$ cat src/rtl/fp8_e4m3fn_converter_top_macros.svh
// assertion macros for the fp8 converter
`ifndef FP8_E4M3FN_CONVERTER_TOP_MACROS_SVH
`define FP8_E4M3FN_CONVERTER_TOP_MACROS_SVH

// assert that a condition implies a consequence in the same cycle
`define F8C_ASSERT_NOW(lbl, cond, cons) \
  lbl: assert property (@(posedge clk) disable iff (!rst_n) (cond) |-> (cons)) \
    else $error("assertion failed");

// assert that a condition implies a consequence in the next cycle
`define F8C_ASSERT_NEXT(lbl, cond, cons) \
  lbl: assert property (@(posedge clk) disable iff (!rst_n) (cond) |=> (cons)) \
    else $error("assertion failed");

`endif

$ cat src/rtl/f8c_pkg.sv
`default_nettype none
package f8c_pkg;

  localparam logic ACT_ENCODE = 1'b0;
  localparam logic ACT_DECODE = 1'b1;

  localparam logic [6:0] FP8_SAT = 7'h7e;
  localparam logic [6:0] FP8_NAN = 7'h7f;
  localparam logic [30:0] FLT_INF_MAG = 31'h7f800000;
  localparam logic [30:0] FLT_448_MAG = 31'h43e00000;
  localparam logic [30:0] FLT_QNAN_MAG = 31'h7fc00000;

  typedef struct packed {
    logic        action;
    logic [31:0] float_bits;
    logic [7:0]  fp8_code;
  } in_item_t;

  typedef struct packed {
    logic [7:0]  fp8_result;
    logic [31:0] float_result;
  } out_item_t;

endpackage
`default_nettype wire

$ cat src/rtl/fp8_e4m3fn_converter_top.sv
// start loads the input register; the result register then drives out_item and out_valid
// throughput: one item per cycle; busy is always low
// the result strobe lasts one cycle and cannot be held off by the receiver
// synchronous active-low reset clears the valid flags; data registers are not reset
`default_nettype none
`include "fp8_e4m3fn_converter_top_macros.svh"
module fp8_e4m3fn_converter_top (
  input  wire logic             clk,
  input  wire logic             rst_n,
  input  wire logic             start,
  output logic                  busy,
  input  wire f8c_pkg::in_item_t in_item,
  output logic                  out_valid,
  output f8c_pkg::out_item_t    out_item
);
  import f8c_pkg::*;

  in_item_t  in_r;
  logic      in_vld_r;
  out_item_t out_r;
  logic      out_vld_r;
  logic [7:0]  enc;
  logic [31:0] dec;
  out_item_t out_nxt;

  assign busy = 1'b0;

  always_ff @(posedge clk) begin
    if (!rst_n) begin
      in_vld_r  <= 1'b0;
      out_vld_r <= 1'b0;
    end else begin
      in_vld_r  <= start;
      out_vld_r <= in_vld_r;
    end
  end

  always_ff @(posedge clk) begin
    if (start) in_r <= in_item;
    if (in_vld_r) out_r <= out_nxt;
  end

  f8c_encode u_enc (.float_bits(in_r.float_bits), .fp8_result(enc));
  f8c_decode u_dec (.fp8_code(in_r.fp8_code), .float_result(dec));

  always_comb begin
    if (in_r.action == ACT_DECODE) out_nxt = '{fp8_result: 8'd0, float_result: dec};
    else                           out_nxt = '{fp8_result: enc, float_result: 32'd0};
  end

  assign out_valid = out_vld_r;
  assign out_item  = out_r;

  `F8C_ASSERT_NEXT(a_pipe, start, in_vld_r)
  `F8C_ASSERT_NEXT(a_out, in_vld_r, out_valid)
  `F8C_ASSERT_NOW(a_excl, out_valid, out_item.fp8_result == 8'd0 || out_item.float_result == 32'd0)
endmodule
`default_nettype wire

$ cat src/rtl/f8c_encode.sv
`default_nettype none
module f8c_encode (
  input  wire logic [31:0] float_bits,
  output logic [7:0]       fp8_result
);
  import f8c_pkg::*;

  logic [30:0] mag;
  logic [7:0]  e;
  logic [3:0]  sig;
  logic [4:0]  sh;
  logic [3:0]  q;
  logic        rnd;
  logic        half;
  logic        sticky;
  logic [24:0] ext;
  logic [6:0]  norm;
  logic [6:0]  sub;

  always_comb begin
    mag  = float_bits[30:0];
    e    = mag[30:23];
    // normal codes: keep 3 mantissa bits, round on bit 19 with sticky below
    half   = mag[19];
    sticky = |mag[18:0];
    rnd    = half & (sticky | mag[20]);
    norm   = {e[3:0] + 4'd8, mag[22:20]} + {6'd0, rnd};
    // subnormal codes: shift 1.m right so that the 2^-9 unit lands at bit 0
    ext = {1'b1, mag[22:0], 1'b0};
    sh  = 5'(8'd121 - e);
    sig = 4'(ext >> (5'd21 + 5'(sh)));
    q   = sig;
    half = 1'b0;
    sticky = 1'b0;
    sub = 7'd0;
    if (e < 8'd121 && e > 8'd116) begin
      // bits below the result: ext[20+sh:0]
      half   = ext[5'(5'd20 + sh)];
      sticky = |(ext & ((25'd1 << (5'd20 + sh)) - 25'd1));
      sub    = {3'd0, q} + {6'd0, half & (sticky | q[0])};
    end
    if (mag > FLT_INF_MAG)       fp8_result = {float_bits[31], FP8_NAN};
    else if (mag >= FLT_448_MAG) fp8_result = {float_bits[31], FP8_SAT};
    else if (e >= 8'd121)        fp8_result = {float_bits[31], norm};
    else                         fp8_result = {float_bits[31], sub};
  end
endmodule
`default_nettype wire

$ cat src/rtl/f8c_decode.sv
`default_nettype none
module f8c_decode (
  input  wire logic [7:0] fp8_code,
  output logic [31:0]     float_result
);
  import f8c_pkg::*;

  logic [3:0] ex;
  logic [2:0] m;

  always_comb begin
    ex = fp8_code[6:3];
    m  = fp8_code[2:0];
    if (fp8_code[6:0] == FP8_NAN) begin
      float_result = {fp8_code[7], FLT_QNAN_MAG};
    end else if (ex != 4'd0) begin
      float_result = {fp8_code[7], 8'(ex) + 8'd120, m, 20'd0};
    end else if (m[2]) begin
      float_result = {fp8_code[7], 8'd120, m[1:0], 21'd0};
    end else if (m[1]) begin
      float_result = {fp8_code[7], 8'd119, m[0], 22'd0};
    end else if (m[0]) begin
      float_result = {fp8_code[7], 8'd118, 23'd0};
    end else begin
      float_result = {fp8_code[7], 31'd0};
    end
  end
endmodule
`default_nettype wire

$ cat config.mk
export PLATFORM = sky130hd
export DESIGN_NAME = fp8_e4m3fn_converter_top
export DESIGN_NICKNAME = d
export VERILOG_FILES = /design/src/rtl/f8c_pkg.sv /design/src/rtl/fp8_e4m3fn_converter_top.sv /design/src/rtl/f8c_encode.sv /design/src/rtl/f8c_decode.sv
export VERILOG_INCLUDE_DIRS = /design/src /design/src/rtl
export SDC_FILE = /design/constraint.sdc
export NUM_CORES = 1
export LEC_CHECK = 0
export BUFFER_PORTS_ARGS = -buffer_cell sky130_fd_sc_hd__buf_2
export CAP_MARGIN = 20
export CORE_MARGIN = 4
export CORE_UTILIZATION = 59
export CTS_CLUSTER_DIAMETER = 100
export DETAILED_ROUTE_END_ITERATION = 7
export MAX_ROUTING_LAYER = met4
export PLACE_DENSITY = 0.82
export SETUP_SLACK_MARGIN = 0.02
export SYNTH_ARGS = -nofsm -noshare
export SYNTH_HDL_FRONTEND = slang
export SYNTH_SLANG_ARGS = --single-unit
export TNS_END_PERCENT = 10
$ cat constraint.sdc
create_clock -name clk -period 13.1 [get_ports clk]
set_input_delay 0 -clock clk [delete_from_list [all_inputs] [get_ports clk]]
set_output_delay 0 -clock clk [all_outputs]
set_load 0.02 [all_outputs]
* Word-level counts from Yosys, hierarchy flattened
Index checks and enable logic that the tools add are counted.
** Storage, ports and cells
- Flip-flop bits (word level) :: 83
- Input port bits :: 44
- Output and inout bits :: 42
- Word-level logic and storage cells :: 49
** Operators by class
- $add $sub $neg :: 8
- Order comparisons :: 6
- Equal/unequal tests :: 1
- Shift-type cells :: 2
- Multiplexer cells :: 11
- Bitwise logic cells :: 6
- Reduce and logical (&&, ||, !) cells :: 6
** Operators with widths (number)
- $mux W30 :: 3
- $mux W31 :: 2
- $ge A31 B31 Y1 const B :: 1
- $gt A31 B31 Y1 const B :: 1
- $mux W7 :: 4
- $and A25 B25 Y25 :: 1
- $reduce_or A25 Y1 :: 1
- $shl A1 B5 Y25 const A :: 1
- $shr A25 B5 Y4 :: 1
- $sub A25 B1 Y25 const B :: 1
- $reduce_or A19 Y1 :: 1
- $add A5 B5 Y5 const A :: 2
- $add A4 B7 Y8 const B :: 1
- $ge A8 B7 Y1 const B :: 1
- $gt A8 B7 Y1 const B :: 1
- $lt A8 B7 Y1 const B :: 1
- $add A7 B1 Y7 :: 1
- $eq A7 B7 Y1 const B :: 1
- $lt A5 B6 Y1 const B :: 1
- $add A4 B1 Y5 :: 1
- $bmux W1 S5 :: 1
- $reduce_or A5 Y1 :: 1
- $sub A5 B5 Y5 const A :: 1
- $add A4 B4 Y4 const B :: 1
- other kinds (7) :: 9

* Logic depth before layout (Yosys ltp)
- Depth in word-level cells :: 13
- Mapped depth :: 20
- Depth with buffers taken out :: 15

* Cells and area by module
Synthesis repeated with hierarchy kept, for this count alone.
** Second synthesis, totals
- Cell total of the unflattened synthesis :: 494
- Area total of the unflattened synthesis :: 5551.6 µm²
** By module, submodules not included
- fp8_e4m3fn_converter_top :: instances 1, cells an instance 131, area each 2768.9 µm², sequential area each 2472.4 µm²
- f8c_encode :: instances 1, cells an instance 318, area each 2466.1 µm², sequential area each 0.0 µm²
- f8c_decode :: instances 1, cells an instance 45, area each 316.6 µm², sequential area each 0.0 µm²

* Least setup slack after synthesis
Ideal clock, no wire load.
- Kind :: register -> register
- From :: register in_r[32] (netlist bit)
- To :: register out_r, in the netlist out_item[32], data pin
- Setup time :: 0.265 ns
- Data arrival time :: 4.005 ns
- Data required time :: 12.835 ns
- Path slack :: 8.830 ns
- Cell stages (with the launch flop) :: 20
- Path buffers :: 4
- Clock period less this slack :: 4.270 ns
- Cell sequence :: edfxtp_1 -> buf_6 -> inv_1 -> ha_1 -> xor2_1 -> ha_1 -> xor3_1 -> buf_6 -> buf_6 -> nor2_1 -> nand3_1 -> ha_1 -> clkbuf_1 -> o221ai_1 -> o2bb2ai_1 -> a32o_1 -> a2111oi_2 -> nand4_1 -> nor4_1 -> o21ai_1
** Between the ends
- Word-level cells in the longest chain between the ends :: 13
- Elaborated cells between the ends (all ways) :: 23
- Classes of those cells :: 5 x add/sub; 5 x order compare; 2 x shift; 6 x mux; 3 x bitwise; 2 x reduce/logical
** Ends and longest elaborated chain
- start: declaration :: line fp8_e4m3fn_converter_top.sv:18 : in_item_t in_r;
- start signal: assignment :: line fp8_e4m3fn_converter_top.sv:39 : if (start) in_r <= in_item;
- $sub A5 B5 Y5 :: line f8c_encode.sv:30 : sh = 5'(8'd121 - e);
- $add A5 B5 Y5 :: line f8c_encode.sv:38, f8c_encode.sv:39
- $shl A1 B5 Y25 :: line f8c_encode.sv:39 : sticky = |(ext & ((25'd1 << (5'd20 + sh)) - 25'd1));
- $sub A25 B1 Y25 :: line f8c_encode.sv:39
- $and A25 B25 Y25 :: line f8c_encode.sv:39
- $reduce_or A25 Y1 :: line f8c_encode.sv:39
- $or A1 B1 Y1 :: line f8c_encode.sv:40 : sub = {3'd0, q} + {6'd0, half & (sticky | q[0])};
- $and A1 B1 Y1 :: line f8c_encode.sv:40
- $add A4 B1 Y5 :: line f8c_encode.sv:40
- $mux W7 :: line f8c_encode.sv:36 : if (e < 8'd121 && e > 8'd116) begin
- $mux W7 :: line f8c_encode.sv:44 : else if (e >= 8'd121) fp8_result = {float_bits[31], norm};
- $mux W7 :: line f8c_encode.sv:43 : else if (mag >= FLT_448_MAG) fp8_result = {float_bits[31], FP8_SAT};
- $mux W7 * :: line f8c_encode.sv:42 : if (mag > FLT_INF_MAG) fp8_result = {float_bits[31], FP8_NAN};
- end signal: assignment :: line fp8_e4m3fn_converter_top.sv:40 : if (in_vld_r) out_r <= out_nxt;
- end: declaration :: line fp8_e4m3fn_converter_top.sv:20 : out_item_t out_r;
Every way passes the cells marked *; elsewhere a longest branch is shown, timed or not. The select of a mux whose other input is x is not followed.
A chain may end at the register's enable or synchronous reset.

* Worst setup path after layout
Same ends and word-level chain as after synthesis.

==> metrics.cfg <==
[drt]
wirelength_um=14800
antenna_left=0
viasPerCell=6.61
wl_per_cell_um=22.3
vias=4377
drt_iter0_markers=646
first_pass_iters=5
drc=0

[synth]
synth_most_common_cell=edfxtp_1
avgSynthCellArea_um2=10.1
ys_seq_area_frac=0.378
synth_cell_types=76
yosys_warnings=0
netlist_instances=475
postSynth.asyncResetShare=0
netlist.area_leader.share=0.369
synth_area_mm2=0.00480
synth_top_cell_by_area=edfxtp_1
synth-seq-cells=61
synth_edf_count=59
synthTopCellsByArea=edfxtp_1 (37%), mux4_2 (6.6%), buf_4 (4.4%)
ys_top_cells_by_count=edfxtp_1 (59), nand2_1 (35), nor2_1 (32)
synth_ff_type=edfxtp_1

[die]
die_area_mm2=0.00964
die_h_um=98.2
io_pins=86
die_w_um=98.2
initial_utilization=0.614
core_area_mm2=0.00781
row_count=32

[power_and_ir_drop]
switching_power_uw=273
power.density_mw_per_mm2=129
p_int_uw=454
p_sw_frac=0.375
pwr-share-clk=0.269
p_comb_frac=0.378
ir_worst_vdd_mv=0.113
seqPwrFrac=0.353
leakage_uw=0.00219

[placed_design]
dp_hpwl_um=8650
placed_cell_area_mm2=0.00497
io_buffers=64
place_congestion=0.978

[worst_setup_path]
worst_setup_path_start_kind=flip-flop
cp.arrival_ns=5.40
cp-end-kind=flip-flop
cp.required_ns=13.21
reg2reg_depth=15
path_class=flip-flop to flip-flop
worst-path-buf-inv=2
crit_chain=inv_1 -> ha_1 -> buf_4 -> ha_1 -> xor3_1 -> nor2_1 -> nand3_1 -> ha_1 -> nor3b_1 -> nor2_1 -> a32o_1 -> a2111oi_2 -> nand4_1 -> nor4_1 -> o21ai_1
r2r_setup_slack_ns=7.82
worstPathMaxFanout=28
max_stage_delay_ns=0.83
r2r_end=out_item[32]
slowest_stage=xor3_1
path_delay_family=adder cells
cpMostUsedCell=ha_1
reg2reg_from=in_r[32]

[clock_network]
cts_root_buf=clkbuf_8
numClockSinks=61
cts_buffers=9
cts_tree=yes
cts.clk_slew.worst_paths_ns=0.08
htree_num_levels=3
insertion_delay_ns=0.36
cts_resized=0
clockBufferDepth=2

[finish]
design_area_mm2=0.00564
area_delta_synth_final_pct=17.6
fillCellCount=520
drive_above_1_share=0.221
fin_nets=613
antenna_cells=0

[hold_path]
hp-start=in_item[37]
hold_class=input port to flip-flop
hold_path_end=in_r[37]
hold_depth=2

[global_route]
grt_overflow=0
grtUsageTotal=0.312
grt_first_pass_wirelength_um=22700
grt_pass1_vias=4203
antenna_found_initial=0
grt_max_degree=44

[sta]
tns_ns=0
worst_pin_slew_ns=0.976
final.min_clock_period_ns=5.28
finalCritPeriodShare=0.403
maxSlewHeadroom=0.349
fmax_ghz=0.189
drv_slew=0
hold_violations=0
rsz0062_at_grt=no
finalClockSkew_ns=0.0149
finalSetupViolations=0

[outcome]
status=finished, final reports clean

[flow_run]
cap_violations=0

==> stage by stage <==
step           instances  power, uW  setup slack (ns)  utilization  hold WS [ns]
3_5_place_dp         603        504              7.93        0.637         0.178
2_1_floorplan        495        457              8.83            -        0.0989
5_1_grt              662        759              7.49        0.723         0.328
6_report             662        728              7.82        0.723         0.334
4_1_cts              661        705              7.92        0.719         0.336
3_3_place_gp         603        503              7.98        0.637         0.176
==> cell usage in the layout, fill, tap and decap left out, types with 4 or more instances in the layout <==
cell | synthesis | routed
a21oi_1 | 29 | 29
nor3_1 | 4 | 4
dlygate4sd3_1 | 0 | 42
nor2_1 | 32 | 32
o21a_1 | 4 | 4
mux2i_1 | 16 | 16
nand2_1 | 35 | 35
nand3_1 | 16 | 16
xor2_1 | 6 | 6
ha_1 | 14 | 14
nand2b_1 | 6 | 6
and2_1 | 8 | 8
buf_2 | 11 | 64
conb_1 | 1 | 21
xnor2_1 | 6 | 6
nand4_1 | 9 | 9
and3_1 | 6 | 6
a211oi_1 | 6 | 6
mux2_2 | 11 | 11
inv_1 | 9 | 9
clkbuf_8 | 0 | 9
mux4_2 | 14 | 14
a31oi_1 | 6 | 6
nor4_1 | 6 | 6
o31ai_1 | 8 | 8
edfxtp_1 | 59 | 59
nor2b_1 | 7 | 7
o21ai_0 | 21 | 21
==> registers in the layout, indices dropped and copies added (netlist names) <==
name,count
in_r,41
in_vld_r,1
out_item,18
out_valid,1
==> power by group through the flow <==
stage | Sequential (uW) | Clock (uW) | Combinational [uW]
floorplan | 252 | 0 | 205
global placement | 258 | 0 | 245
detailed placement | 259 | 0 | 245
CTS | 255 | 193 | 258
global route | 258 | 207 | 293
finish | 257 | 196 | 275
==> cell families after synthesis <==
kind of cell,count (synthesis),synth area share
mux,43,0.130
buf+inv,71,0.0850
fa+ha+maj,14,0.0365
xor+xnor,16,0.0402
compound gates,121,0.171
other cells,1,0.000782
flops,61,0.378
simple gates,148,0.158
==> cell type report <==
class                           count  area [um^2]  area share
Timing Repair Buffer              110          791       0.140
Clock buffer                        9          124      0.0220
Clock inverter                      7         98.8      0.0175
Inverter                           10         37.5     0.00665
Tap cell                          102          128      0.0226
Multi-Input combinational cell    363         2650       0.470
Sequential cell                    61         1810       0.321
==> metal layers <==
| metal | global-route usage | up-vias | wire (um) |
|---|---|---|---|
| met4 | 0.119 | 0 | 457 |
| met1 | 0.415 | 2062 | 5550 |
| met3 | 0.0693 | 44 | 1800 |
| met2 | 0.468 | 351 | 6960 |
| met5 | - | - | 0 |
| li1 | - | 1920 | - |
==> how the worst max path moves through the flow <==
stage          depth (start not counted)  startpoint           end  slack [ns]
2_1_floorplan                         19    in_r[32]  out_item[32]        8.83
3_3_place_gp                          15    in_r[32]  out_item[32]        7.98
3_5_place_dp                          15    in_r[32]  out_item[32]        7.93
4_1_cts                               15    in_r[32]  out_item[32]        7.92
5_1_grt                               15    in_r[32]  out_item[32]        7.49
6_report                              15    in_r[32]  out_item[32]        7.82
==> timing repair <==
action                                 CTS  global route
setup endpoints to repair                0             0
endpoints found under the hold margin   43             0
hold buffers                            42             0
buffers inserted                         0             0
Power figures use the tool's default switching activity.
